<file path="src/hdl/rbar_pkg.sv">
// Package for the radar blip renderer: register map, op codes, fixed-point
// constants, shared multiply unit request type and sequencer states. No dependencies.
`timescale 1ns / 1ps

package rbar_pkg;

   // Port widths
   localparam int CsrIdxW  = 3;
   localparam int CsrDataW = 24;
   localparam int ReqDataW = 40;
   localparam int ReqUserW = 2;
   localparam int RspDataW = 8;

   // Item op codes carried on req_tuser
   localparam logic [ReqUserW-1:0] OP_CLEAR  = 2'd0;
   localparam logic [ReqUserW-1:0] OP_LOAD   = 2'd1;
   localparam logic [ReqUserW-1:0] OP_RENDER = 2'd2;

   // Configuration register indexes
   localparam logic [CsrIdxW-1:0] CSR_MAP_SIZE    = 3'd0;
   localparam logic [CsrIdxW-1:0] CSR_PLAYER_X    = 3'd1;
   localparam logic [CsrIdxW-1:0] CSR_PLAYER_Y    = 3'd2;
   localparam logic [CsrIdxW-1:0] CSR_FACING_COS  = 3'd3;
   localparam logic [CsrIdxW-1:0] CSR_FACING_SIN  = 3'd4;
   localparam logic [CsrIdxW-1:0] CSR_PIX_PER_BLK = 3'd5;
   localparam logic [CsrIdxW-1:0] CSR_RADIUS_SQ   = 3'd6;
   localparam logic [CsrIdxW-1:0] CSR_INV_RAD_SQ  = 3'd7;

   // Shared multiply-accumulate unit widths
   localparam int MacAW = 36;
   localparam int MacBW = 25;
   localparam int MacPW = MacAW + MacBW;
   localparam int AccW  = 54;

   // Blip coordinate width (signed Q12.8 pixels) and table entry width
   localparam int CoordW = 20;
   localparam int EntryW = 2 * CoordW;
   localparam int CentreW = 19;

   // Fixed-point constants
   localparam logic signed [AccW-1:0]   RangeSqQ16 = 54'sd8659204;
   localparam logic signed [AccW-1:0]   RoundBias  = 54'sd2097152;
   localparam logic signed [32:0]       CoordMax   = 33'sd524287;
   localparam logic signed [32:0]       CoordMin   = -33'sd524288;
   localparam logic [16:0]              OneQ16     = 17'h10000;

   // Configuration register set
   typedef struct packed {
      logic [10:0]        map_size;
      logic [15:0]        player_x;
      logic [15:0]        player_y;
      logic signed [15:0] facing_cos;
      logic signed [15:0] facing_sin;
      logic [15:0]        pix_per_blk;
      logic [17:0]        radius_sq;
      logic [23:0]        inv_radius_sq;
   } cfg_type;

   // Accumulator update modes
   typedef enum logic [1:0] {
      MAC_LOAD,
      MAC_ADD,
      MAC_SUB,
      MAC_BIAS
   } mac_mode_type;

   // Request from the sequencer to the shared unit
   typedef struct packed {
      logic                    en;
      mac_mode_type            mode;
      logic signed [MacAW-1:0] a;
      logic signed [MacBW-1:0] b;
   } mac_req_type;

   // Sequencer states
   typedef enum logic [3:0] {
      S_IDLE,
      S_L_DX,
      S_L_DY,
      S_L_RANGE,
      S_L_RX1,
      S_L_PX,
      S_L_PXW,
      S_L_RY1,
      S_L_PY,
      S_L_WR,
      S_R_FETCH,
      S_R_DX,
      S_R_DY,
      S_R_TEST,
      S_R_TERM,
      S_R_OUT
   } seq_state_type;

endpackage

</file>
<file path="src/hdl/rbar_blip_ram.sv">
// Blip position table: one write port, one registered read port.
// Depends on rbar_pkg for the entry width.
`timescale 1ns / 1ps

module rbar_blip_ram
   import rbar_pkg::*;
#(
   parameter int Depth = 64,
   parameter int AddrW = 6
)
(
   input  logic              clock,
   input  logic              wr_en,
   input  logic [AddrW-1:0]  wr_addr,
   input  logic [EntryW-1:0] wr_data,
   input  logic              rd_en,
   input  logic [AddrW-1:0]  rd_addr,
   output logic [EntryW-1:0] rd_data
);

   logic [EntryW-1:0] mem [Depth];
   logic [EntryW-1:0] rd_data_ff;

   // Write one entry
   always_ff @(posedge clock) begin
      if (wr_en) begin
         mem[wr_addr] <= wr_data;
      end
   end

   // Register the read data
   always_ff @(posedge clock) begin
      if (rd_en) begin
         rd_data_ff <= mem[rd_addr];
      end
   end

   assign rd_data = rd_data_ff;

endmodule

</file>
<file path="config.mk">
export PLATFORM = sky130hd
export DESIGN_NAME = rbar_blip_ram
export DESIGN_NICKNAME = d
export VERILOG_FILES = /design/src/hdl/rbar_pkg.sv /design/src/hdl/rbar_blip_ram.sv
export SDC_FILE = /design/constraint.sdc
export NUM_CORES = 2
export LEC_CHECK = 0
export BUFFER_PORTS_ARGS = -buffer_cell sky130_fd_sc_hd__buf_2
export CORE_MARGIN = 1
export CORE_UTILIZATION = 56
export CTS_BUF_LIST = sky130_fd_sc_hd__clkbuf_8 sky130_fd_sc_hd__clkbuf_16
export DETAILED_ROUTE_END_ITERATION = 6
export GPL_ROUTABILITY_DRIVEN = 1
export PLACE_DENSITY = 0.74
export SYNTH_ARGS = -nofsm -noshare
export SYNTH_HDL_FRONTEND = slang
export SYNTH_SLANG_ARGS = --single-unit
</file>
<file path="constraint.sdc">
create_clock -name clock -period 10.6 [get_ports clock]
set_input_delay 0.53 -clock clock [delete_from_list [all_inputs] [get_ports clock]]
set_output_delay 0.53 -clock clock [all_outputs]
set_load 0.01 [all_outputs]
</file>
==> metrics.yaml <==
cts_setup_buffers: 0
htreeDepth: 4
via_count: 47300
yosys.cell_types.count: 35
fin_nets: 4455
cts_tree: "yes"
reg2reg_to: "rd_data[12]"
dieArea_sq_um: 177000
clk_latency_ns: 0.87
max_freq_mhz: 253
first_pass_iters: 6
min_period_ns: 3.95
synth_ff_type: "edfxtp_1"
yosysSeqAreaShare_pct: 79.5
place_ws_ns: 5.85
final_cell_mix: "edfxtp_1 (2600), mux4_2 (608), clkbuf_16 (236)"
ys_ff_latch: 2600
grt_max_degree: 142
grt_pass1_vias: 47200
crit_chain: "buf_8 -> buf_12 -> buf_4 -> mux4_2 -> o22ai_1 -> nor4_1 -> o22a_1"
ff2ff_path_depth: 4
rrSetupSlack_ns: 7.90
cts.clk_slew.worst_paths_ns: 0.06
port_buffers: 94
wl_met2_microns: 117000
hp-class: "input pin to flip-flop"
cts_inserted_buffers: 233
ys_warn_count: 0
whs_ns: 0.421
final_common_cell: "edfxtp_1"
run_status: "finished, final reports clean"
postCtsHoldBufs: 0
setup_viol: 0
slew_headroom_pct: 10.4
power_leakage_nw: 34.0
hold_viol: 0
top_layer: "met5"
skew_ns: 0.0289
async_reset_ff_share_pct: 0
syn_nets: 4250
num_rows: 153
grt_overflow: 0
synth_cells: 4195
finalWorstSetupSlack_ns: 6.65
rr_startpoint: "mem[31][12]"
grt_use_total_pct: 28.0
min_period_over_period_pct: 37.3
vdd_drop_max_mv: 0.156
boundaryPins: 95
synth_edf_count: 2600
initial_core_util_pct: 56.5
final_util_pct: 62.9
met1_length_microns: 86700
viasPerCell: 6.81
drt_iter0_markers: 6522
rsz0062_at_grt: "false"
slowest_delay_ns: 1.09
end_kind: "flip-flop"
die_y_microns: 421
clk_path_buf_depth: 3
cts-root-buf: "clkbuf_16"
wl_met3_microns: 26000
worst_pin_slew_ns: 1.34
drc_errors: 0
critPathMaxFanout: 129
slowest_stage: "nor4_1"
slew_viol_final: 0
core_area_sq_um: 174000
layout-drive-gt1-share_pct: 27.7
maxCapViolCount: 0
crit_arrival_ns: 4.68
die_x_microns: 421
antenna_found_initial: 23
area_delta_synth_final_pct: 11.4
fin_tns_setup_ns: 0
power.density_nw_per_um2: 189
criticalPathCategory: "input pin to flip-flop"
wl_per_cell_microns: 35.2
cts_resized: 0
clock_sinks: 2600
holdCritStartpoint: "rd_addr[4]"
syn-cell-area_sq_um: 98200
grt_pass1_wl_microns: 345000
start_kind: "input pin"
dp_hpwl_microns: 125000
avgSynthCellArea_sq_um: 23.4
crit_required_ns: 11.33
antenna_left: 0
hold_depth: 3
gp_congestion: 0.810
routed_wl_microns: 244000
hold_end: "rd_data[18]"
==> where the power goes <==
part | switching (mW) | internal [mW]
clock | 3.66 | 4.59
combinational | 0.619 | 0.345
sequential | 0.0455 | 11.4
==> final cells by class <==
class | count | area, sq um
Tap cell | 2325 | 2910
Timing Repair Buffer | 208 | 1410
Fill cell | 11000 | 64600
Antenna cell | 17 | 42.5
Clock inverter | 197 | 1570
Multi-Input combinational cell | 1357 | 19500
Sequential cell | 2600 | 78100
Clock buffer | 236 | 5910
==> critical path: cells and delay by family <==
kind / cells / cell delay, ns
AND/OR/NAND/NOR: 1 / 1.09
AO/OA/AOI/OAI: 2 / 0.35
multiplexers: 1 / 0.36
buffers and inverters: 3 / 2.00
==> cell families (layout without fill, tap and decap cells) <==
logic type,count (synthesis),after routing,share of synthesized area [%]
AO/OA/AOI/OAI,383,383,2.67
AND/OR/NAND/NOR,215,215,1.07
multiplexers,759,759,15.5
other,0,17,0
flip-flops,2600,2600,79.5
buffers and inverters,238,641,1.26
==> registers in the layout (all words and copies together), names as in the netlist <==
name     cells
mem       2560
rd_data     40
==> worst max-delay path by stage <==
stage	from	end	cells after the start	slack [ns]
floorplan	wr_addr[3]	mem[48][0]	4	6.35
global placement	rd_addr[0]	rd_data[38]	7	5.86
detailed placement	rd_addr[0]	rd_data[38]	7	5.85
CTS	rd_addr[1]	rd_data[27]	7	6.76
global route	rd_addr[0]	rd_data[38]	7	6.58
finish	rd_addr[1]	rd_data[27]	7	6.65
==> through the flow <==
| step | instance area (sq um) | total power, mW | instances |
|---|---|---|---|
| 3_3_place_gp | 102000 | 12.6 | 6490 |
| 6_report | 109000 | 20.7 | 6940 |
| 5_1_grt | 109000 | 21.1 | 6937 |
| 4_1_cts | 109000 | 20.7 | 6923 |
| 3_5_place_dp | 102000 | 12.6 | 6490 |
| 2_1_floorplan | 98200 | 12.2 | 4195 |
==> Yosys cell counts (4+ instances only) <==
cell type	instances	area [sq um]
a211oi_1	6	45.0
a21oi_1	68	340
a221oi_1	34	298
a22o_1	16	140
a22oi_1	18	135
and2_1	4	25.0
and3_1	6	37.5
buf_1	20	75.1
buf_2	81	405
buf_4	49	368
buf_6	8	90.1
clkbuf_1	80	300
edfxtp_1	2600	78100
mux2_2	38	428
mux2i_1	113	1130
mux4_2	608	13700
nand2_1	19	71.3
nand2b_1	13	81.3
nand3_1	8	40.0
nor2_1	97	364
nor2b_1	16	100
nor4_1	34	213
o21a_1	8	60.1
o21ai_0	8	40.0
o21ai_1	14	70.1
o221ai_1	42	368
o22a_1	26	228
o22ai_1	143	895
or2_2	4	25.0
==> routing by layer <==
metal,vias up,track usage (%)
met4,8,15.0
met1,25100,37.9
met3,529,5.31
met5,-,0
li1,18500,-
met2,3077,43.9
(Power assumes the default switching activity.)
