### src/hdl/rbar_pkg.sv
// Package for the radar blip renderer: register map, op codes, fixed-point
// constants, shared multiply unit request type and sequencer states. No dependencies.
`timescale 1ns / 1ps

package rbar_pkg;

   // Port widths
   localparam int CsrIdxW  = 3;
   localparam int CsrDataW = 24;
   localparam int ReqDataW = 40;
   localparam int ReqUserW = 2;
   localparam int RspDataW = 8;

   // Item op codes carried on req_tuser
   localparam logic [ReqUserW-1:0] OP_CLEAR  = 2'd0;
   localparam logic [ReqUserW-1:0] OP_LOAD   = 2'd1;
   localparam logic [ReqUserW-1:0] OP_RENDER = 2'd2;

   // Configuration register indexes
   localparam logic [CsrIdxW-1:0] CSR_MAP_SIZE    = 3'd0;
   localparam logic [CsrIdxW-1:0] CSR_PLAYER_X    = 3'd1;
   localparam logic [CsrIdxW-1:0] CSR_PLAYER_Y    = 3'd2;
   localparam logic [CsrIdxW-1:0] CSR_FACING_COS  = 3'd3;
   localparam logic [CsrIdxW-1:0] CSR_FACING_SIN  = 3'd4;
   localparam logic [CsrIdxW-1:0] CSR_PIX_PER_BLK = 3'd5;
   localparam logic [CsrIdxW-1:0] CSR_RADIUS_SQ   = 3'd6;
   localparam logic [CsrIdxW-1:0] CSR_INV_RAD_SQ  = 3'd7;

   // Shared multiply-accumulate unit widths
   localparam int MacAW = 36;
   localparam int MacBW = 25;
   localparam int MacPW = MacAW + MacBW;
   localparam int AccW  = 54;

   // Blip coordinate width (signed Q12.8 pixels) and table entry width
   localparam int CoordW = 20;
   localparam int EntryW = 2 * CoordW;
   localparam int CentreW = 19;

   // Fixed-point constants
   localparam logic signed [AccW-1:0]   RangeSqQ16 = 54'sd8659204;
   localparam logic signed [AccW-1:0]   RoundBias  = 54'sd2097152;
   localparam logic signed [32:0]       CoordMax   = 33'sd524287;
   localparam logic signed [32:0]       CoordMin   = -33'sd524288;
   localparam logic [16:0]              OneQ16     = 17'h10000;

   // Configuration register set
   typedef struct packed {
      logic [10:0]        map_size;
      logic [15:0]        player_x;
      logic [15:0]        player_y;
      logic signed [15:0] facing_cos;
      logic signed [15:0] facing_sin;
      logic [15:0]        pix_per_blk;
      logic [17:0]        radius_sq;
      logic [23:0]        inv_radius_sq;
   } cfg_type;

   // Accumulator update modes
   typedef enum logic [1:0] {
      MAC_LOAD,
      MAC_ADD,
      MAC_SUB,
      MAC_BIAS
   } mac_mode_type;

   // Request from the sequencer to the shared unit
   typedef struct packed {
      logic                    en;
      mac_mode_type            mode;
      logic signed [MacAW-1:0] a;
      logic signed [MacBW-1:0] b;
   } mac_req_type;

   // Sequencer states
   typedef enum logic [3:0] {
      S_IDLE,
      S_L_DX,
      S_L_DY,
      S_L_RANGE,
      S_L_RX1,
      S_L_PX,
      S_L_PXW,
      S_L_RY1,
      S_L_PY,
      S_L_WR,
      S_R_FETCH,
      S_R_DX,
      S_R_DY,
      S_R_TEST,
      S_R_TERM,
      S_R_OUT
   } seq_state_type;

endpackage

### src/hdl/rbar_seq.sv
// Sequencer of the radar blip renderer: accepts words, steps the shared
// multiply unit through load and render work, keeps the blip count and result word.
// Depends on rbar_pkg; drives rbar_mac and rbar_blip_ram from the top level.
`timescale 1ns / 1ps

module rbar_seq
   import rbar_pkg::*;
#(
   parameter int MaxBlips = 64,
   parameter int CntW     = 7,
   parameter int IdxW     = 6
)
(
   input  logic                   clock,
   input  logic                   reset,
   input  cfg_type                cfg,
   input  logic                   req_tvalid,
   output logic                   req_tready,
   input  logic [ReqDataW-1:0]    req_tdata,
   input  logic [ReqUserW-1:0]    req_tuser,
   output logic                   rsp_tvalid,
   input  logic                   rsp_tready,
   output logic [RspDataW-1:0]    rsp_tdata,
   output mac_req_type            mac_req,
   input  logic signed [AccW-1:0] mac_acc,
   output logic                   ram_wr_en,
   output logic [IdxW-1:0]        ram_wr_addr,
   output logic [EntryW-1:0]      ram_wr_data,
   output logic                   ram_rd_en,
   output logic [IdxW-1:0]        ram_rd_addr,
   input  logic [EntryW-1:0]      ram_rd_data
);

   seq_state_type state_ff, state_in;
   logic [CntW-1:0] count_ff, count_in;
   logic [CntW-1:0] walk_ff, walk_in;
   logic [16:0]     sum_ff, sum_in;
   logic            rsp_valid_ff, rsp_valid_in;
   logic [RspDataW-1:0] alpha_ff, alpha_in;
   logic signed [CoordW-1:0] pix_x_ff, pix_x_in;
   logic [7:0]      col_ff, row_ff;
   logic [9:0]      px_ff, py_ff;

   logic            accept;
   logic [CntW-1:0] walk_nx;
   logic signed [17:0] dx, dy;
   logic signed [20:0] ddx, ddy;
   logic signed [11:0] size_m1;
   logic signed [CentreW-1:0] centre;
   logic [25:0]     limit;
   logic            in_radius;
   logic [16:0]     frac;
   logic [16:0]     term;
   logic [17:0]     sum_wide;
   logic [24:0]     scaled;

   // Convert a rounded pixel product to a saturated coordinate
   function automatic logic signed [CoordW-1:0] to_coord(
      input logic signed [AccW-1:0]    prod,
      input logic signed [CentreW-1:0] ctr
   );
      logic signed [32:0] v;
      v = $signed({prod[AccW-1], prod[AccW-1:22]}) + 33'(ctr);
      if (v > CoordMax) begin
         to_coord = CoordMax[CoordW-1:0];
      end else if (v < CoordMin) begin
         to_coord = CoordMin[CoordW-1:0];
      end else begin
         to_coord = v[CoordW-1:0];
      end
   endfunction

   assign accept     = req_tvalid && req_tready;
   assign req_tready = (state_ff == S_IDLE);
   assign walk_nx    = walk_ff + CntW'(1);

   // Target offset from the player in Q8.8 blocks
   assign dx = $signed({2'b00, col_ff, 8'h80}) - $signed({2'b00, cfg.player_x});
   assign dy = $signed({2'b00, row_ff, 8'h80}) - $signed({2'b00, cfg.player_y});

   // Pixel offset from the stored blip in Q12.8 pixels
   assign ddx = $signed({3'b000, px_ff, 8'h00})
              - $signed({ram_rd_data[CoordW-1], ram_rd_data[CoordW-1:0]});
   assign ddy = $signed({3'b000, py_ff, 8'h00})
              - $signed({ram_rd_data[EntryW-1], ram_rd_data[EntryW-1:CoordW]});

   // Minimap centre, (map_size - 1) * 128
   assign size_m1 = $signed({1'b0, cfg.map_size}) - 12'sd1;
   assign centre  = {size_m1, 7'b0000000};

   // Radius test and clamped blip term
   assign limit     = {cfg.radius_sq, 8'h00};
   assign in_radius = $unsigned(mac_acc) < {{(AccW-26){1'b0}}, limit};
   assign frac      = (mac_acc[AccW-2:16] > {{(AccW-34){1'b0}}, OneQ16}) ?
                      OneQ16 : mac_acc[32:16];
   assign term      = OneQ16 - frac;
   assign sum_wide  = {1'b0, sum_ff} + {1'b0, term};

   // Alpha = sum * 255 >> 16
   assign scaled = {sum_ff, 8'h00} - {8'h00, sum_ff};

   // Next state, shared unit requests and table access
   always_comb begin
      state_in     = state_ff;
      count_in     = count_ff;
      walk_in      = walk_ff;
      sum_in       = sum_ff;
      pix_x_in     = pix_x_ff;
      alpha_in     = alpha_ff;
      rsp_valid_in = rsp_valid_ff && !rsp_tready;
      mac_req      = '{en: 1'b0, mode: MAC_LOAD, a: '0, b: '0};
      ram_wr_en    = 1'b0;
      ram_wr_addr  = count_ff[IdxW-1:0];
      ram_wr_data  = {to_coord(mac_acc, centre), pix_x_ff};
      ram_rd_en    = 1'b0;
      ram_rd_addr  = walk_ff[IdxW-1:0];

      unique case (state_ff)
         S_IDLE: begin
            if (accept) begin
               unique case (req_tuser)
                  OP_CLEAR: count_in = '0;
                  OP_LOAD: begin
                     if (!req_tdata[16] && (count_ff < CntW'(MaxBlips))) begin
                        state_in = S_L_DX;
                     end
                  end
                  OP_RENDER: begin
                     sum_in  = '0;
                     walk_in = '0;
                     state_in = (count_ff == '0) ? S_R_OUT : S_R_FETCH;
                  end
                  default: ;
               endcase
            end
         end
         // Squared distance for the range test
         S_L_DX: begin
            mac_req  = '{en: 1'b1, mode: MAC_LOAD, a: MacAW'(dx), b: MacBW'(dx)};
            state_in = S_L_DY;
         end
         S_L_DY: begin
            mac_req  = '{en: 1'b1, mode: MAC_ADD, a: MacAW'(dy), b: MacBW'(dy)};
            state_in = S_L_RANGE;
         end
         // Drop far targets, else start rx = dx*cos + dy*sin
         S_L_RANGE: begin
            if (mac_acc > RangeSqQ16) begin
               state_in = S_IDLE;
            end else begin
               mac_req  = '{en: 1'b1, mode: MAC_LOAD, a: MacAW'(dx),
                            b: MacBW'(cfg.facing_cos)};
               state_in = S_L_RX1;
            end
         end
         S_L_RX1: begin
            mac_req  = '{en: 1'b1, mode: MAC_ADD, a: MacAW'(dy),
                         b: MacBW'(cfg.facing_sin)};
            state_in = S_L_PX;
         end
         S_L_PX: begin
            mac_req  = '{en: 1'b1, mode: MAC_BIAS, a: mac_acc[MacAW-1:0],
                         b: $signed({9'd0, cfg.pix_per_blk})};
            state_in = S_L_PXW;
         end
         // Keep x, start ry = dy*cos - dx*sin
         S_L_PXW: begin
            pix_x_in = to_coord(mac_acc, centre);
            mac_req  = '{en: 1'b1, mode: MAC_LOAD, a: MacAW'(dy),
                         b: MacBW'(cfg.facing_cos)};
            state_in = S_L_RY1;
         end
         S_L_RY1: begin
            mac_req  = '{en: 1'b1, mode: MAC_SUB, a: MacAW'(dx),
                         b: MacBW'(cfg.facing_sin)};
            state_in = S_L_PY;
         end
         S_L_PY: begin
            mac_req  = '{en: 1'b1, mode: MAC_BIAS, a: mac_acc[MacAW-1:0],
                         b: $signed({9'd0, cfg.pix_per_blk})};
            state_in = S_L_WR;
         end
         // Append the blip
         S_L_WR: begin
            ram_wr_en = 1'b1;
            count_in  = count_ff + CntW'(1);
            state_in  = S_IDLE;
         end
         // Walk the table, one blip at a time
         S_R_FETCH: begin
            ram_rd_en = 1'b1;
            state_in  = S_R_DX;
         end
         S_R_DX: begin
            mac_req  = '{en: 1'b1, mode: MAC_LOAD, a: MacAW'(ddx), b: MacBW'(ddx)};
            state_in = S_R_DY;
         end
         S_R_DY: begin
            mac_req  = '{en: 1'b1, mode: MAC_ADD, a: MacAW'(ddy), b: MacBW'(ddy)};
            state_in = S_R_TEST;
         end
         S_R_TEST: begin
            if (in_radius) begin
               mac_req  = '{en: 1'b1, mode: MAC_LOAD, a: mac_acc[MacAW-1:0],
                            b: $signed({1'b0, cfg.inv_radius_sq})};
               state_in = S_R_TERM;
            end else begin
               walk_in  = walk_nx;
               state_in = (walk_nx == count_ff) ? S_R_OUT : S_R_FETCH;
            end
         end
         S_R_TERM: begin
            sum_in   = (sum_wide > {1'b0, OneQ16}) ? OneQ16 : sum_wide[16:0];
            walk_in  = walk_nx;
            state_in = (walk_nx == count_ff) ? S_R_OUT : S_R_FETCH;
         end
         // Hand the word to the output register once it is free
         S_R_OUT: begin
            if (!rsp_valid_ff || rsp_tready) begin
               rsp_valid_in = 1'b1;
               alpha_in     = scaled[23:16];
               state_in     = S_IDLE;
            end
         end
         default: state_in = S_IDLE;
      endcase
   end

   // Control registers
   always_ff @(posedge clock) begin
      if (reset) begin
         state_ff     <= S_IDLE;
         count_ff     <= '0;
         rsp_valid_ff <= 1'b0;
      end else begin
         state_ff     <= state_in;
         count_ff     <= count_in;
         rsp_valid_ff <= rsp_valid_in;
      end
   end

   // Payload registers
   always_ff @(posedge clock) begin
      walk_ff  <= walk_in;
      sum_ff   <= sum_in;
      pix_x_ff <= pix_x_in;
      alpha_ff <= alpha_in;
      if (accept) begin
         col_ff <= req_tdata[7:0];
         row_ff <= req_tdata[15:8];
         px_ff  <= req_tdata[26:17];
         py_ff  <= req_tdata[36:27];
      end
   end

   assign rsp_tvalid = rsp_valid_ff;
   assign rsp_tdata  = alpha_ff;

endmodule

### config.mk
export PLATFORM = sky130hd
export DESIGN_NAME = rbar_seq
export DESIGN_NICKNAME = d
export VERILOG_FILES = /design/src/hdl/rbar_pkg.sv /design/src/hdl/rbar_seq.sv
export SDC_FILE = /design/constraint.sdc
export NUM_CORES = 1
export LEC_CHECK = 0
export BUFFER_PORTS_ARGS = -buffer_cell sky130_fd_sc_hd__buf_2
export CORE_MARGIN = 10
export CORE_UTILIZATION = 45
export DETAILED_ROUTE_END_ITERATION = 12
export GPL_ROUTABILITY_DRIVEN = 0
export HOLD_SLACK_MARGIN = 0.05
export PLACE_DENSITY = 0.85
export SLEW_MARGIN = 20
export SYNTH_ARGS = -nofsm -noshare
export SYNTH_HDL_FRONTEND = slang
export SYNTH_SLANG_ARGS = --single-unit
### constraint.sdc
create_clock -name clock -period 10.9 [get_ports clock]
set_input_delay 0 -clock clock [delete_from_list [all_inputs] [get_ports clock]]
set_output_delay 0 -clock clock [all_outputs]
set_load 0.02 [all_outputs]
==> run metrics <==
status finished clean; Final setup viols 0; R2R depth 12; worst r2r src sum_ff[0]; Register Area 2880 sq um; Initial Util 0.455; Power Internal 0.00124 W; Most used DFF post-synth edfxtp_1; Total Die Area 32100 sq um; die width about 180 microns; layout cell share with drive strength beyond 1 0.249; area of the multi-input gates 7830 sq um; reg-to-reg slack, setup roughly 7.2 ns; Seq pwr share 0.209; first-pass GRT wire length 70900 microns; hold path depth 3; critical path class in -> reg; sw frac 0.520; register bit total from synthesis 100; DR DRC count 0; Warnings, synthesis 0; Worst-Margin Slew 1.16 ns; max incr delay on CP between 0.5 and 0.6 ns; fin cells around 2200; Longest Clk Path Bufs 2; DRT Pass-1 Iters 7; Setup TNS Final 0 ns; Final Hold Vio Count 0; Yosys top cell by area edfxtp_1; Netlist Area Pre-Place 11400 sq um; Layout Nets 2208; clock power share 0.125; final worst-path cycle share 0.530; DIE HEIGHT 179 microns; FMAX 173 MHz; Synth Instances 1409; clk slew on worst S/H paths ~0.07 ns; Max IR drop VDD 152 uV; hold endpoint pix_x_ff[5]; Row Count 58; post-synthesis sequential area ratio 0.253; Setup crit start kind primary input; peak fanout along the critical path 14; Core Region 25000 sq um; worst hold path type in -> reg; Clock Latency Late Sink 0.37 ns; root buffer cell clkbuf_16; Distinct cells, synth 85; syn_nets 1800; Crit Reg-Reg Endpoint sum_ff[2]; final slew viol count 0; I/O Buffers ~400; ys async rst share 0; overall routing resource usage 0.282; ANT nets after route 0; largest cells by area after synthesis edfxtp_1, ha_1, nand2_1, xnor2_1, xor2_1; slowest CP cell or4_4; critical path cell sequence buf_2 -> or4_4 -> nor3_1 -> nand2_1 -> or3_1 -> or3_4 -> a21oi_4 -> nand2_1 -> ha_1 -> nand2b_1 -> nand3_1 -> ha_1 -> a21o_1 -> a21o_1 -> a211oi_1 -> o31ai_1 -> a2111oi_0 -> nor3_1 -> and3_1 -> a41o_1 -> nand3_1 -> nor2b_1; final wirelength around 48000 microns; Layout Utilization 0.573; RSZ-0062 raised after global routing false; H-tree depth 3; global route overflow 0; HPWL Detailed 38900 microns; Synth-to-Final Area Change 25.9%; Worst EP arrival 5.86 ns; CTS tree yes; combinational fraction of design power 0.665; Yosys top cell area share 0.232; DR WL/cell 22.4 microns; DP Cell Count 2098; Num Clock Sinks 100; Max transition margin 0.204; TritonCTS Buffers 9; pre-CTS WS 4.93 ns; final setup margin 5.12 ns; P per Cell Area 180 nW/um^2; vias 13200; Static Leak between 6 and 7 nW; boundary pin count 401; NetSw 0.00134 W; Vias/cell 6.11; CP endpoint kind flip-flop; minimum hold slack 0.139 ns; max cap viols 0; initial antenna violation count 2; Avg Inst Size Synth between 8 and 9 sq um; Clock Skew 0.0180 ns; Worst EP required 10.98 ns; min-delay src mac_acc[27]; minimum clock period 5.78 ns; vias in the first global route 13000; fill count 2231; largest net degree at the start of global routing 37; Post-synth EDFFs 88; Iteration-0 DRC Markers 1336
[critical path, delay by kind of cell]
family                   cells  cell delay, ns
AND/OR/NAND/NOR             12            3.22
buffers and inverters        1            0.15
adder cells (fa/ha/maj)      2            0.68
AO/OA/AOI/OAI                7            1.80
[stage by stage]
| step | power [W] | instance area (sq um) |
|---|---|---|
| after floorplan | 0.00161 | 11400 |
| after global placement | 0.00220 | 13700 |
| after detailed placement | 0.00223 | 13700 |
| after CTS | 0.00257 | 14300 |
| after global routing | 0.00272 | 14300 |
| final | 0.00258 | 14300 |
[state kept, by name, indices dropped and copies added (netlist names), 8 cells and up]
register	cells
rsp_tdata	8
pix_x_ff	20
px_ff	10
sum_ff	17
py_ff	10
row_ff	8
col_ff	8
[worst max-delay path by stage]
stage / end / depth (start not counted) / startpoint / slack [ns]
floorplan: sum_ff[2] / 23 / mac_acc[21] / 5.63
global placement: sum_ff[2] / 22 / mac_acc[21] / 5.05
detailed placement: sum_ff[2] / 22 / mac_acc[21] / 4.93
CTS: sum_ff[2] / 22 / mac_acc[21] / 5.27
global route: sum_ff[4] / 22 / mac_acc[21] / 4.68
finish: sum_ff[2] / 22 / mac_acc[21] / 5.12
[routing by layer]
layer | part of all wire | track usage | vias up
met5 | 0 | 0 | -
met1 | 0.35 | 0.308 | 6091
met3 | 0.10 | 0.0590 | 145
met2 | 0.50 | 0.513 | 858
li1 | - | - | 6060
met4 | 0.047 | 0.129 | 0
[placed cells by master, fill, tap and decap left out, types with 8 or more instances in the layout]
master and n:
a222oi_1 11, clkbuf_16 9, a22oi_1 13, dlygate4sd3_1 38, a221oi_1 18, or2_2 8, nor2b_1 12, nand2_1 159
a211o_1 14, a31oi_1 14, nand4_1 21, o21ai_0 75, xnor2_1 67, o21a_1 19, nand2b_1 14, a21o_1 28
edfxtp_1 88, ha_1 116, nor3_1 40, o31ai_1 10, nor4_1 27, inv_1 120, nor2_1 105, a211oi_1 10
a221o_1 19, o211ai_1 13, buf_4 15, nand3_1 35, or3_1 14, xor2_1 59, buf_2 397, a21oi_1 81
and3_1 12, o21bai_1 10, dfxtp_1 12, o22ai_1 9
[logic make-up (layout without fill, tap and decap cells)]
logic type	Yosys count	count (layout)	synth area share
adders and majority gates	118	118	0.131
and+or+nand+nor	488	488	0.207
buffers and inverters	173	586	0.0625
muxes	4	4	0.00362
AOI/OAI and AO/OA	400	400	0.246
DFF	100	100	0.253
other	0	2	0
xor gates and xnor gates	126	126	0.0969
[layout make-up]
| type | count | share of cell area |
|---|---|---|
| Sequential cell | 100 | 0.201 |
| Clock inverter | 5 | 0.00297 |
| Multi-Input combinational cell | 1136 | 0.546 |
| Inverter | 120 | 0.0314 |
| Tap cell | 330 | 0.0288 |
| Antenna cell | 2 | 0.000349 |
| Timing Repair Buffer | 450 | 0.173 |
| Clock buffer | 11 | 0.0162 |
[cell usage after synthesis (18+ instances only)]
cell and n:
o21ai_0 75, xor2_1 59, nor2_1 106, clkbuf_1 31
a221o_1 19, nand3_1 35, nand2_1 159, inv_1 120
nor3_1 44, o21a_1 19, edfxtp_1 88, xnor2_1 67
nand4_1 21, a221oi_1 18, nor4_1 27, ha_1 116
a21oi_1 81, a21o_1 28
[timing repair]
item                                   in CTS  in global routing
endpoints found under the hold margin      41                  0
hold buffers                               38                  0
resized for setup                           0                  0
setup buffers                               0                  0
[power groups by stage]
stage / clock (W) / combinational, W / sequential (W)
2_1_floorplan: 0 / 0.00110 / 0.000512
3_3_place_gp: 0 / 0.00165 / 0.000541
3_5_place_dp: 0 / 0.00168 / 0.000544
4_1_cts: 0.000327 / 0.00170 / 0.000535
5_1_grt: 0.000341 / 0.00184 / 0.000544
6_report: 0.000323 / 0.00171 / 0.000539
Note: power is estimated with default switching activity, not from simulation.
